`src/hdl/prq_pkg.sv`:
```
package prq_pkg;

    localparam int NUM_TASKS   = 16;
    localparam int PRIO_LEVELS = 8;
    localparam int ID_W        = $clog2(NUM_TASKS);
    localparam int PRIO_W      = $clog2(PRIO_LEVELS);
    localparam int CNT_W       = $clog2(NUM_TASKS + 1);

    localparam logic [2:0] CMD_ENQ = 3'd0;
    localparam logic [2:0] CMD_DEQ = 3'd1;
    localparam logic [2:0] CMD_REM = 3'd2;
    localparam logic [2:0] CMD_SET = 3'd3;
    localparam logic [2:0] CMD_GET = 3'd4;

    localparam logic [1:0] ST_OK     = 2'd0;
    localparam logic [1:0] ST_MISS   = 2'd1;
    localparam logic [1:0] ST_QUEUED = 2'd2;

    typedef struct packed {
        logic [2:0] cmd;
        logic [3:0] task_id;
        logic [2:0] new_priority;
    } cmd_t;

    typedef struct packed {
        logic [3:0] out_task;
        logic [2:0] out_priority;
        logic [1:0] status;
        logic [4:0] queue_count;
    } rsp_t;

endpackage

```
`src/hdl/prq_if.sv`:
```
interface prq_cmd_if;
    import prq_pkg::*;
    logic valid;
    logic ready;
    cmd_t data;
    modport source (output valid, output data, input ready);
    modport sink (input valid, input data, output ready);
endinterface

interface prq_rsp_if;
    import prq_pkg::*;
    logic valid;
    logic ready;
    rsp_t data;
    modport source (output valid, output data, input ready);
    modport sink (input valid, input data, output ready);
endinterface

```
`src/hdl/prq_ram.sv`:
```
module prq_ram #(
    parameter int WIDTH = 4,
    parameter int DEPTH = 16
) (
    input  logic                     clk,
    input  logic                     we,
    input  logic [$clog2(DEPTH)-1:0] waddr,
    input  logic [WIDTH-1:0]         wdata,
    input  logic [$clog2(DEPTH)-1:0] raddr,
    output logic [WIDTH-1:0]         rdata
);
    logic [WIDTH-1:0] mem [DEPTH];

    // write port and registered read
    always_ff @(posedge clk)
    begin
        if (we)
        begin
            mem[waddr] <= wdata;
        end
        rdata <= mem[raddr];
    end
endmodule

```
`src/hdl/priority_ready_queue_core.sv`:
```
// Priority ready queue for a task scheduler.
// Channels: cmd (sink) takes one transaction of cmd, task_id and new_priority;
// rsp (source) returns one transaction of out_task, out_priority, status and
// queue_count for every command.
// One command is worked at a time. The list links live in a RAM with a
// registered read; for each visited entry the walk issues a read and then
// uses the data. A new command is accepted only in the idle state with no
// result waiting, so it is not taken before the last result is handed over.
// Priorities and queued marks sit in flip-flops set by reset.
// Reset: queue empty, all priorities least urgent; cmd ready follows reset.
// When the receiver stalls, the result is held in the output register and
// the next command is not accepted until it is taken.
module priority_ready_queue_core (
    input  logic clk,
    input  logic rst_n,
    prq_cmd_if.sink   cmd,
    prq_rsp_if.source rsp
);
    import prq_pkg::*;

    typedef enum logic [3:0] {
        S_IDLE, S_DISPATCH, S_UL_RD, S_UL_CHK, S_UL_FIX_RD, S_UL_FIX,
        S_IN_START, S_IN_RD, S_IN_CHK, S_IN_LINK, S_IN_LINK2, S_DONE
    } state_t;

    state_t state_reg;
    cmd_t   cur_reg;
    logic [PRIO_W-1:0] prio_reg [NUM_TASKS];
    logic [NUM_TASKS-1:0] mark_reg;
    logic [ID_W-1:0] head_reg, tail_reg, prev_reg, otask_reg, id_reg;
    logic [CNT_W-1:0] count_reg, iter_reg;
    logic [1:0] status_reg;
    logic reins_reg;
    logic rsp_valid_reg;
    rsp_t rsp_reg;

    logic we;
    logic [ID_W-1:0] waddr, raddr, rdata;
    logic [ID_W-1:0] wdata;

    prq_ram #(.WIDTH(ID_W), .DEPTH(NUM_TASKS)) u_link (
        .clk(clk), .we(we), .waddr(waddr), .wdata(wdata),
        .raddr(raddr), .rdata(rdata)
    );

    logic id_ok;
    logic [PRIO_W-1:0] np_sat;
    assign id_ok = ({1'b0, cur_reg.task_id} < 5'(NUM_TASKS));
    assign np_sat = ({1'b0, cur_reg.new_priority} > 4'(PRIO_LEVELS - 1)) ?
                    PRIO_W'(PRIO_LEVELS - 1) : PRIO_W'(cur_reg.new_priority);

    assign cmd.ready = (state_reg == S_IDLE) && !rsp_valid_reg;
    assign rsp.valid = rsp_valid_reg;
    assign rsp.data  = rsp_reg;

    // link RAM read and write controls
    always_comb
    begin
        we    = 1'b0;
        waddr = prev_reg;
        wdata = id_reg;
        raddr = prev_reg;
        case (state_reg)
            S_UL_FIX_RD: raddr = id_reg;
            S_UL_FIX:
            begin
                we    = 1'b1;
                waddr = prev_reg;
                wdata = rdata;
            end
            S_IN_START:
            begin
                we    = (count_reg != '0) && (prio_reg[head_reg] > prio_reg[id_reg]);
                waddr = id_reg;
                wdata = head_reg;
            end
            S_IN_LINK:
            begin
                we    = 1'b1;
                waddr = (prev_reg == tail_reg) ? prev_reg : id_reg;
                wdata = (prev_reg == tail_reg) ? id_reg : rdata;
            end
            S_IN_LINK2:
            begin
                we    = 1'b1;
                waddr = prev_reg;
                wdata = id_reg;
            end
            default: ;
        endcase
    end

    // command sequencer
    always_ff @(posedge clk or negedge rst_n)
    begin
        if (!rst_n)
        begin
            state_reg     <= S_IDLE;
            mark_reg      <= '0;
            head_reg      <= '0;
            tail_reg      <= '0;
            count_reg     <= '0;
            rsp_valid_reg <= 1'b0;
            for (int i = 0; i < NUM_TASKS; i++)
            begin
                prio_reg[i] <= PRIO_W'(PRIO_LEVELS - 1);
            end
        end
        else
        begin
            if (rsp_valid_reg && rsp.ready)
            begin
                rsp_valid_reg <= 1'b0;
            end
            case (state_reg)
                S_IDLE:
                begin
                    if (cmd.valid && cmd.ready)
                    begin
                        cur_reg   <= cmd.data;
                        state_reg <= S_DISPATCH;
                    end
                end
                S_DISPATCH:
                begin
                    otask_reg  <= cur_reg.task_id;
                    status_reg <= ST_OK;
                    id_reg     <= cur_reg.task_id;
                    reins_reg  <= 1'b0;
                    state_reg  <= S_DONE;
                    if (cur_reg.cmd == CMD_DEQ)
                    begin
                        if (count_reg == '0)
                        begin
                            status_reg <= ST_MISS;
                        end
                        else
                        begin
                            otask_reg <= head_reg;
                            id_reg    <= head_reg;
                            state_reg <= S_UL_RD;
                        end
                    end
                    else if (cur_reg.cmd inside {CMD_ENQ, CMD_REM, CMD_SET, CMD_GET} && !id_ok)
                    begin
                        status_reg <= ST_MISS;
                    end
                    else if (cur_reg.cmd == CMD_ENQ)
                    begin
                        if (mark_reg[cur_reg.task_id])
                            status_reg <= ST_QUEUED;
                        else
                            state_reg <= S_IN_START;
                    end
                    else if (cur_reg.cmd == CMD_REM)
                    begin
                        if (!mark_reg[cur_reg.task_id])
                            status_reg <= ST_MISS;
                        else
                            state_reg <= S_UL_RD;
                    end
                    else if (cur_reg.cmd == CMD_SET)
                    begin
                        if (mark_reg[cur_reg.task_id])
                        begin
                            reins_reg <= 1'b1;
                            state_reg <= S_UL_RD;
                        end
                        else
                        begin
                            prio_reg[cur_reg.task_id] <= np_sat;
                        end
                    end
                    prev_reg <= head_reg;
                    iter_reg <= CNT_W'(1);
                end
                // unlink: head case or start walking
                S_UL_RD:
                begin
                    if (head_reg == id_reg)
                    begin
                        if (count_reg > CNT_W'(1))
                            state_reg <= S_UL_CHK;
                        else
                        begin
                            count_reg        <= count_reg - 1'b1;
                            mark_reg[id_reg] <= 1'b0;
                            state_reg        <= reins_reg ? S_IN_START : S_DONE;
                            if (reins_reg) prio_reg[id_reg] <= np_sat;
                        end
                    end
                    else if (iter_reg >= count_reg)
                    begin
                        state_reg <= reins_reg ? S_IN_START : S_DONE;
                        if (reins_reg) prio_reg[id_reg] <= np_sat;
                    end
                    else
                    begin
                        state_reg <= S_UL_CHK;
                    end
                end
                S_UL_CHK:
                begin
                    if (head_reg == id_reg)
                    begin
                        head_reg         <= rdata;
                        count_reg        <= count_reg - 1'b1;
                        mark_reg[id_reg] <= 1'b0;
                        state_reg        <= reins_reg ? S_IN_START : S_DONE;
                        if (reins_reg) prio_reg[id_reg] <= np_sat;
                    end
                    else if (rdata == id_reg)
                    begin
                        if (tail_reg == id_reg)
                        begin
                            tail_reg         <= prev_reg;
                            count_reg        <= count_reg - 1'b1;
                            mark_reg[id_reg] <= 1'b0;
                            state_reg        <= reins_reg ? S_IN_START : S_DONE;
                            if (reins_reg) prio_reg[id_reg] <= np_sat;
                        end
                        else
                        begin
                            state_reg <= S_UL_FIX_RD;
                        end
                    end
                    else
                    begin
                        prev_reg  <= rdata;
                        iter_reg  <= iter_reg + 1'b1;
                        state_reg <= S_UL_RD;
                    end
                end
                S_UL_FIX_RD: state_reg <= S_UL_FIX;
                S_UL_FIX:
                begin
                    count_reg        <= count_reg - 1'b1;
                    mark_reg[id_reg] <= 1'b0;
                    state_reg        <= reins_reg ? S_IN_START : S_DONE;
                    if (reins_reg) prio_reg[id_reg] <= np_sat;
                end
                // insert: empty, new head, or walk
                S_IN_START:
                begin
                    prev_reg <= head_reg;
                    iter_reg <= CNT_W'(1);
                    if (count_reg == '0)
                    begin
                        head_reg <= id_reg;
                        tail_reg <= id_reg;
                        mark_reg[id_reg] <= 1'b1;
                        count_reg <= count_reg + 1'b1;
                        state_reg <= S_DONE;
                    end
                    else if (prio_reg[head_reg] > prio_reg[id_reg])
                    begin
                        head_reg <= id_reg;
                        mark_reg[id_reg] <= 1'b1;
                        count_reg <= count_reg + 1'b1;
                        state_reg <= S_DONE;
                    end
                    else
                    begin
                        state_reg <= S_IN_RD;
                    end
                end
                S_IN_RD:
                begin
                    if (iter_reg >= count_reg || prev_reg == tail_reg)
                        state_reg <= S_IN_LINK;
                    else
                        state_reg <= S_IN_CHK;
                end
                S_IN_CHK:
                begin
                    if (prio_reg[rdata] > prio_reg[id_reg])
                    begin
                        state_reg <= S_IN_LINK;
                    end
                    else
                    begin
                        prev_reg  <= rdata;
                        iter_reg  <= iter_reg + 1'b1;
                        state_reg <= S_IN_RD;
                    end
                end
                // tail case links prev to id; otherwise id takes prev's successor first
                S_IN_LINK:
                begin
                    if (prev_reg == tail_reg)
                    begin
                        tail_reg <= id_reg;
                        mark_reg[id_reg] <= 1'b1;
                        count_reg <= count_reg + 1'b1;
                        state_reg <= S_DONE;
                    end
                    else
                    begin
                        state_reg <= S_IN_LINK2;
                    end
                end
                // link prev to id
                S_IN_LINK2:
                begin
                    mark_reg[id_reg] <= 1'b1;
                    count_reg <= count_reg + 1'b1;
                    state_reg <= S_DONE;
                end
                S_DONE:
                begin
                    if (!rsp_valid_reg)
                    begin
                        rsp_reg.out_task     <= otask_reg;
                        rsp_reg.out_priority <= ({1'b0, otask_reg} < 5'(NUM_TASKS)) ?
                                                3'(prio_reg[otask_reg]) : 3'd0;
                        rsp_reg.status       <= status_reg;
                        rsp_reg.queue_count  <= 5'(count_reg);
                        rsp_valid_reg        <= 1'b1;
                        state_reg            <= S_IDLE;
                    end
                end
                default: state_reg <= S_IDLE;
            endcase
        end
    end
endmodule

```
`src/flat_wrapper.sv`:
```
// flat-port wrapper written by rule: the top's interface ports become plain ports
module priority_ready_queue_core_flat import prq_pkg::*;
  (clk, rst_n, cmd_valid, cmd_data, cmd_ready, rsp_valid, rsp_data, rsp_ready);
  prq_cmd_if cmd_i ();
  prq_rsp_if rsp_i ();
  input  logic clk;
  input  logic rst_n;
  input wire logic [$bits(cmd_i.valid)-1:0] cmd_valid;
  input wire logic [$bits(cmd_i.data)-1:0] cmd_data;
  output wire logic [$bits(cmd_i.ready)-1:0] cmd_ready;
  output wire logic [$bits(rsp_i.valid)-1:0] rsp_valid;
  output wire logic [$bits(rsp_i.data)-1:0] rsp_data;
  input wire logic [$bits(rsp_i.ready)-1:0] rsp_ready;
  assign cmd_i.valid = cmd_valid;
  assign cmd_i.data = cmd_data;
  assign cmd_ready = cmd_i.ready;
  assign rsp_valid = rsp_i.valid;
  assign rsp_data = rsp_i.data;
  assign rsp_i.ready = rsp_ready;
  priority_ready_queue_core u_core (.clk(clk), .rst_n(rst_n), .cmd(cmd_i), .rsp(rsp_i));
endmodule
```
`config.mk`:
```
export PLATFORM = sky130hd
export DESIGN_NAME = priority_ready_queue_core_flat
export DESIGN_NICKNAME = d
export VERILOG_FILES = /design/src/hdl/prq_pkg.sv /design/src/hdl/prq_if.sv /design/src/hdl/prq_ram.sv /design/src/hdl/priority_ready_queue_core.sv /design/src/flat_wrapper.sv
export SDC_FILE = /design/constraint.sdc
export NUM_CORES = 1
export LEC_CHECK = 0
export BUFFER_PORTS_ARGS = -buffer_cell sky130_fd_sc_hd__clkbuf_2
export CAP_MARGIN = 20
export CORE_UTILIZATION = 55
export DETAILED_ROUTE_END_ITERATION = 8
export PLACE_DENSITY = 0.72
export SLEW_MARGIN = 0
export SYNTH_ARGS = -nofsm -noshare
export SYNTH_HDL_FRONTEND = slang
export SYNTH_HIERARCHICAL = 1
export SYNTH_SLANG_ARGS = --single-unit
export TNS_END_PERCENT = 5
```
`constraint.sdc`:
```
create_clock -name clk -period 11.7 [get_ports clk]
set_input_delay 1.17 -clock clk [delete_from_list [all_inputs] [get_ports clk]]
set_output_delay 1.17 -clock clk [all_outputs]
set_load 0.005 [all_outputs]
```
==> impl.org <==
** Synth
- Synthesis produced 757 cells.
- Area of the mapped netlist :: between 0.01 and 0.015 sq mm
- edfxtp_1 takes more of the synthesized area than any other cell.
- The number of different library cells used by synthesis comes to 61.
- Yosys printed 6 warnings.
- For this run, asynchronously set or reset flops after synthesis account for 0.4316.
- Counting flops with a built-in enable in the synthesized netlist gives ~100.
- The number of nets in the synthesized netlist is between 700 and 800.
- Dividing the synthesized area by the synthesized cell count gives 13.78 sq um.
- Number of synthesized register bits :: 190
- Fraction of synthesized cell area taken by the top area cell type :: 0.2994
- For this run, the register share of the synthesized area comes to 0.5095.
- Predominant post-synthesis flop cell :: edfxtp_1
- Sorting the synthesized cells by area gives the leading types as edfxtp_1 (30%), dfstp_2 (12%), mux4_2 (11%).

** Cells and area
- Excluding fillers, the count of instances in the completed layout stands at a little over 1k.
- The final layout contains roughly 800 nets.
- Register area :: around 0.0053 sq mm
- Total of fill cells in the finished design :: between 1k and 1.5k
- Of the cells placed in the final design, the portion with a size suffix greater than 1 is 0.3561.
- The area growth from synthesis to layout is 8.827%.
- Summing all multi-input logic gate instances after layout gives between 0.004 and 0.005 sq mm.
- Flip-flop count of the largest register, all copies and words added :: 64
- Antenna diode count :: 0

** CTS
- Clock-pin slew was measured on the worst setup and hold paths at 0.07 ns.
- The later pin in the worst-skew pair is clocked with a latency of approximately 0.44 ns.
- In this run the post-CTS setup repair buffer count came out at 0.
- TritonCTS built the clock tree.
- Deepest clock path buffer count :: 2
- The root buffer cell chosen for the clock tree is clkbuf_16.
- After clock tree synthesis, the flow added hold-fix buffers numbering 0.
- Buffers inserted during clock tree synthesis total 17.
- Number of clock sinks :: 190
- Number of levels the H-tree was split into :: 4
- Post_cts resized :: 0

** Placement
- Timing analysis after detailed placement gives a worst setup slack of about 6.8 ns.
- Buffers placed on the I/O ports in this run total 29.
- Placed insts :: slightly below 1k
- Global placement routability congestion :: 0.9734
- Detailed placement ended at an HPWL of ~17,000 um.

** Drt
- Once detail routing completed, the nets flagged for antenna violations numbered 0.
- The routed layout has 6,636 vias.
- After detailed routing, the total wire length is between 20,000 and 25,000 um.
- Initial DRC Count :: a little under 600
- Drt wl/cell :: about 23 um
- Post-DR vias/cell :: 6.577
- Before antenna repair, the detailed router went through 7 iterations.
- DRC violation count after routing :: 0

** Worst setup path
- In this run the worst path has a maximum fanout of 17.
- The worst register-to-register path has a depth of 10.
- The worst setup path is captured at a register.
- For flop-to-flop paths, the worst setup slack is approximately 7 ns.
- Capture instance of the worst register-to-register path :: u_core/u_link/mem[0][3]
- The slowest stage of the critical path belongs to the cell dfrtp_1.
- Startpoint types :: register
- Traced cell by cell, the critical path runs through mux4_2 -> mux4_2 -> ha_1 -> nor2b_1 -> o21ai_0 -> a32oi_1 -> a31oi_1 -> o22ai_1 -> or3b_2 -> nor3_1.
- Most repeated library cell on the critical path :: mux4_2
- Type of the worst setup path :: register to register
- Data arrival time of the critical path :: 4.95 ns
- For this run, the slowest stage of the critical path takes slightly above 0.9 ns.
- Start of the worst register-to-register path :: u_core/head_reg[0]
- At the worst endpoint, the required time is 11.78 ns.

** Global routing
- Via count of the first global-routing pass :: about 6.7k
- In the global route stage, overall resource usage came out at 0.2516.
- The number of antenna violations at the first check in global routing came to 0.
- Wire length of the first global-routing pass :: ~37,000 um
- Maximum number of pins on one net before global-route repair :: 65
- For this run the aggregate overflow at the end of global routing stands at 0.

** Die
- Ports :: 30
- The die is ~140 um tall.
- Die width :: roughly 140 um
- Floorplan die area :: 0.01952 sq mm
- The core region is between 0.015 and 0.02 sq mm.
- The initial utilization of the core area, before any placement, comes to 0.5596.
- After floorplanning, the core was divided into 50 placement rows.

** Power and ir drop
- Proportion of power drawn by the clock network :: 0.222
- In this run the power spent charging and discharging nets is 1.028 mW.
- Switching share of power :: 0.3713
- The share of total power dissipated in combinational logic is 0.369.
- Cell internal power was estimated by the tool at approximately 1.7 mW.
- Cell Pwr Density :: around 240 mW/mm^2
- The analysis attributes to cell leakage a power of between 4 and 5 nW.
- Highest ir drop seen on vdd :: 0.1190 mV
- Sequential fraction of design power :: 0.410
- Overall power of the completed layout :: approximately 2.8 mW

** Timing
- TNS Setup :: 0 ns
- RSZ-0062 raised after global routing :: no
- Between clock sinks in the finished design, the worst skew comes to between 0.01 and 0.015 ns.
- The tightest hold path in the finished design has a slack of between 0.4 and 0.5 ns.
- Setup slack closes at just under 7 ns.
- Endpoints failing setup :: 0
- In this run the tightest slew margin relative to its limit is 0.3408.
- Transition time at the pin with the least slew margin :: roughly 0.99 ns
- Max-slew violation total from the final report :: 0
- Based on the critical path, the design can be clocked at up to around 200 MHz.
- Hold violation total from the final report :: 0
- Time the final worst path needs with I/O delays and setup :: between 4 and 5 ns
- Crit share post-route :: 0.4157

** Hold path
- The worst hold path belongs to the class register to register.
- Worst hold stages :: 0
- Hold Path End :: u_core/rsp.data[6]
- In this run the most critical hold path is launched from u_core/status_reg[1].

** Outcome
- Result of the run :: finished, final reports clean

** Job
- Across the run, the number of max-cap violations was 0.
==> stage by stage <==
step | instance area [sq um] | utilization
after CTS | 11350 | 0.6090
after global placement | 10700 | 0.5741
after global routing | 11350 | 0.6090
after detailed placement | 10710 | 0.5747
after floorplan | 10430 | -
final | 11350 | 0.6090
==> synth_stat cells (3+ instances only) <==
library cell,instances
nor3_4,10
clkbuf_1,30
buf_6,4
a41oi_1,4
nor4_1,10
nor2_1,48
nand4_1,8
a221o_1,4
a31oi_1,10
nand3b_1,5
nor2b_1,15
nand3_1,16
mux4_1,16
a21oi_1,20
edfxtp_1,104
nor3_1,32
ha_1,15
inv_1,16
mux4_2,49
or2_2,3
buf_2,12
mux2_1,8
xnor2_1,23
dfxtp_1,4
nand2b_1,16
and2_1,7
a32oi_1,3
buf_1,5
dfrtp_1,34
o311ai_0,3
mux2i_1,4
a21o_1,4
o21ai_0,12
mux2_2,84
dfstp_2,48
a22oi_1,6
nand2_1,35
==> critical path, delay by kind of cell, from the launching register on <==
kind / cells / cell delay [ns]
and+or+nand+nor: 3 / 1.09
muxes: 2 / 1.08
AOI/OAI and AO/OA: 4 / 1.08
DFF: 1 / 0.93
adders and majority gates: 1 / 0.31
==> final cells by class <==
type	instances	area share
Clock buffer	17	0.03747
Clock inverter	15	0.01885
Inverter	16	0.005290
Tap cell	234	0.02579
Multi-Input combinational cell	497	0.4238
Timing Repair Buffer	40	0.02061
Sequential cell	190	0.4682
==> power by group through the flow <==
stage / clock (mW) / sequential, mW / combinational (mW)
floorplan: 0 / 1.00 / 0.890
global placement: 0 / 1.13 / 0.989
detailed placement: 0 / 1.14 / 1.02
CTS: 0.628 / 1.13 / 1.02
global route: 0.649 / 1.16 / 1.11
finish: 0.614 / 1.13 / 1.02
==> placed cells by master (no fill, tap or decap), drive strengths merged, types with 4 or more instances in the layout <==
master,synthesis,final
nor2,48,48
a31oi,10,10
clkinv,0,6
a21oi,20,20
xnor2,23,23
nor4,10,10
nor3,42,42
dfstp,48,48
a221o,4,4
mux2,93,93
nand2,35,35
a41oi,4,4
dfxtp,4,4
mux2i,4,4
a22oi,6,6
clkbuf,31,45
and2,7,7
nand4,8,8
a21o,4,4
a32oi,4,4
edfxtp,104,104
inv,16,23
nor2b,15,15
mux4,65,65
o21ai,12,12
ha,15,15
nand3b,5,5
nand2b,16,16
buf,23,12
dfrtp,34,34
nand3,16,16
==> routing by layer <==
| metal | routed length (um) | global-route usage | share of wire |
|---|---|---|---|
| met1 | 9889 | 0.3413 | 0.42 |
| met4 | 480 | 0.08502 | 0.021 |
| met3 | 1608 | 0.05024 | 0.069 |
| met5 | 0 | 0 | 0 |
| met2 | 11310 | 0.4074 | 0.49 |
==> worst max-delay path by stage <==
stage                     cells after the start               start                 endpoint
after floorplan                              12  u_core/head_reg[0]  u_core/u_link/mem[0][0]
after global placement                       10  u_core/head_reg[0]  u_core/u_link/mem[0][0]
after global routing                         10  u_core/head_reg[0]  u_core/u_link/mem[0][0]
final                                        10  u_core/head_reg[0]  u_core/u_link/mem[0][3]
after CTS                                    10  u_core/head_reg[0]  u_core/u_link/mem[0][0]
after detailed placement                     10  u_core/head_reg[0]  u_core/u_link/mem[0][3]
==> cell families (layout without fill, tap and decap cells) <==
group | Yosys count | in the layout | share of synthesized area
adders and majority gates | 15 | 15 | 0.01799
xor gates and xnor gates | 25 | 25 | 0.02099
and+or+nand+nor | 213 | 213 | 0.1141
muxes | 162 | 162 | 0.2507
AOI/OAI and AO/OA | 82 | 82 | 0.05529
buffers and inverters | 70 | 88 | 0.03154
DFF | 190 | 190 | 0.5095
No activity file was read; power rests on OpenSTA's default activity.
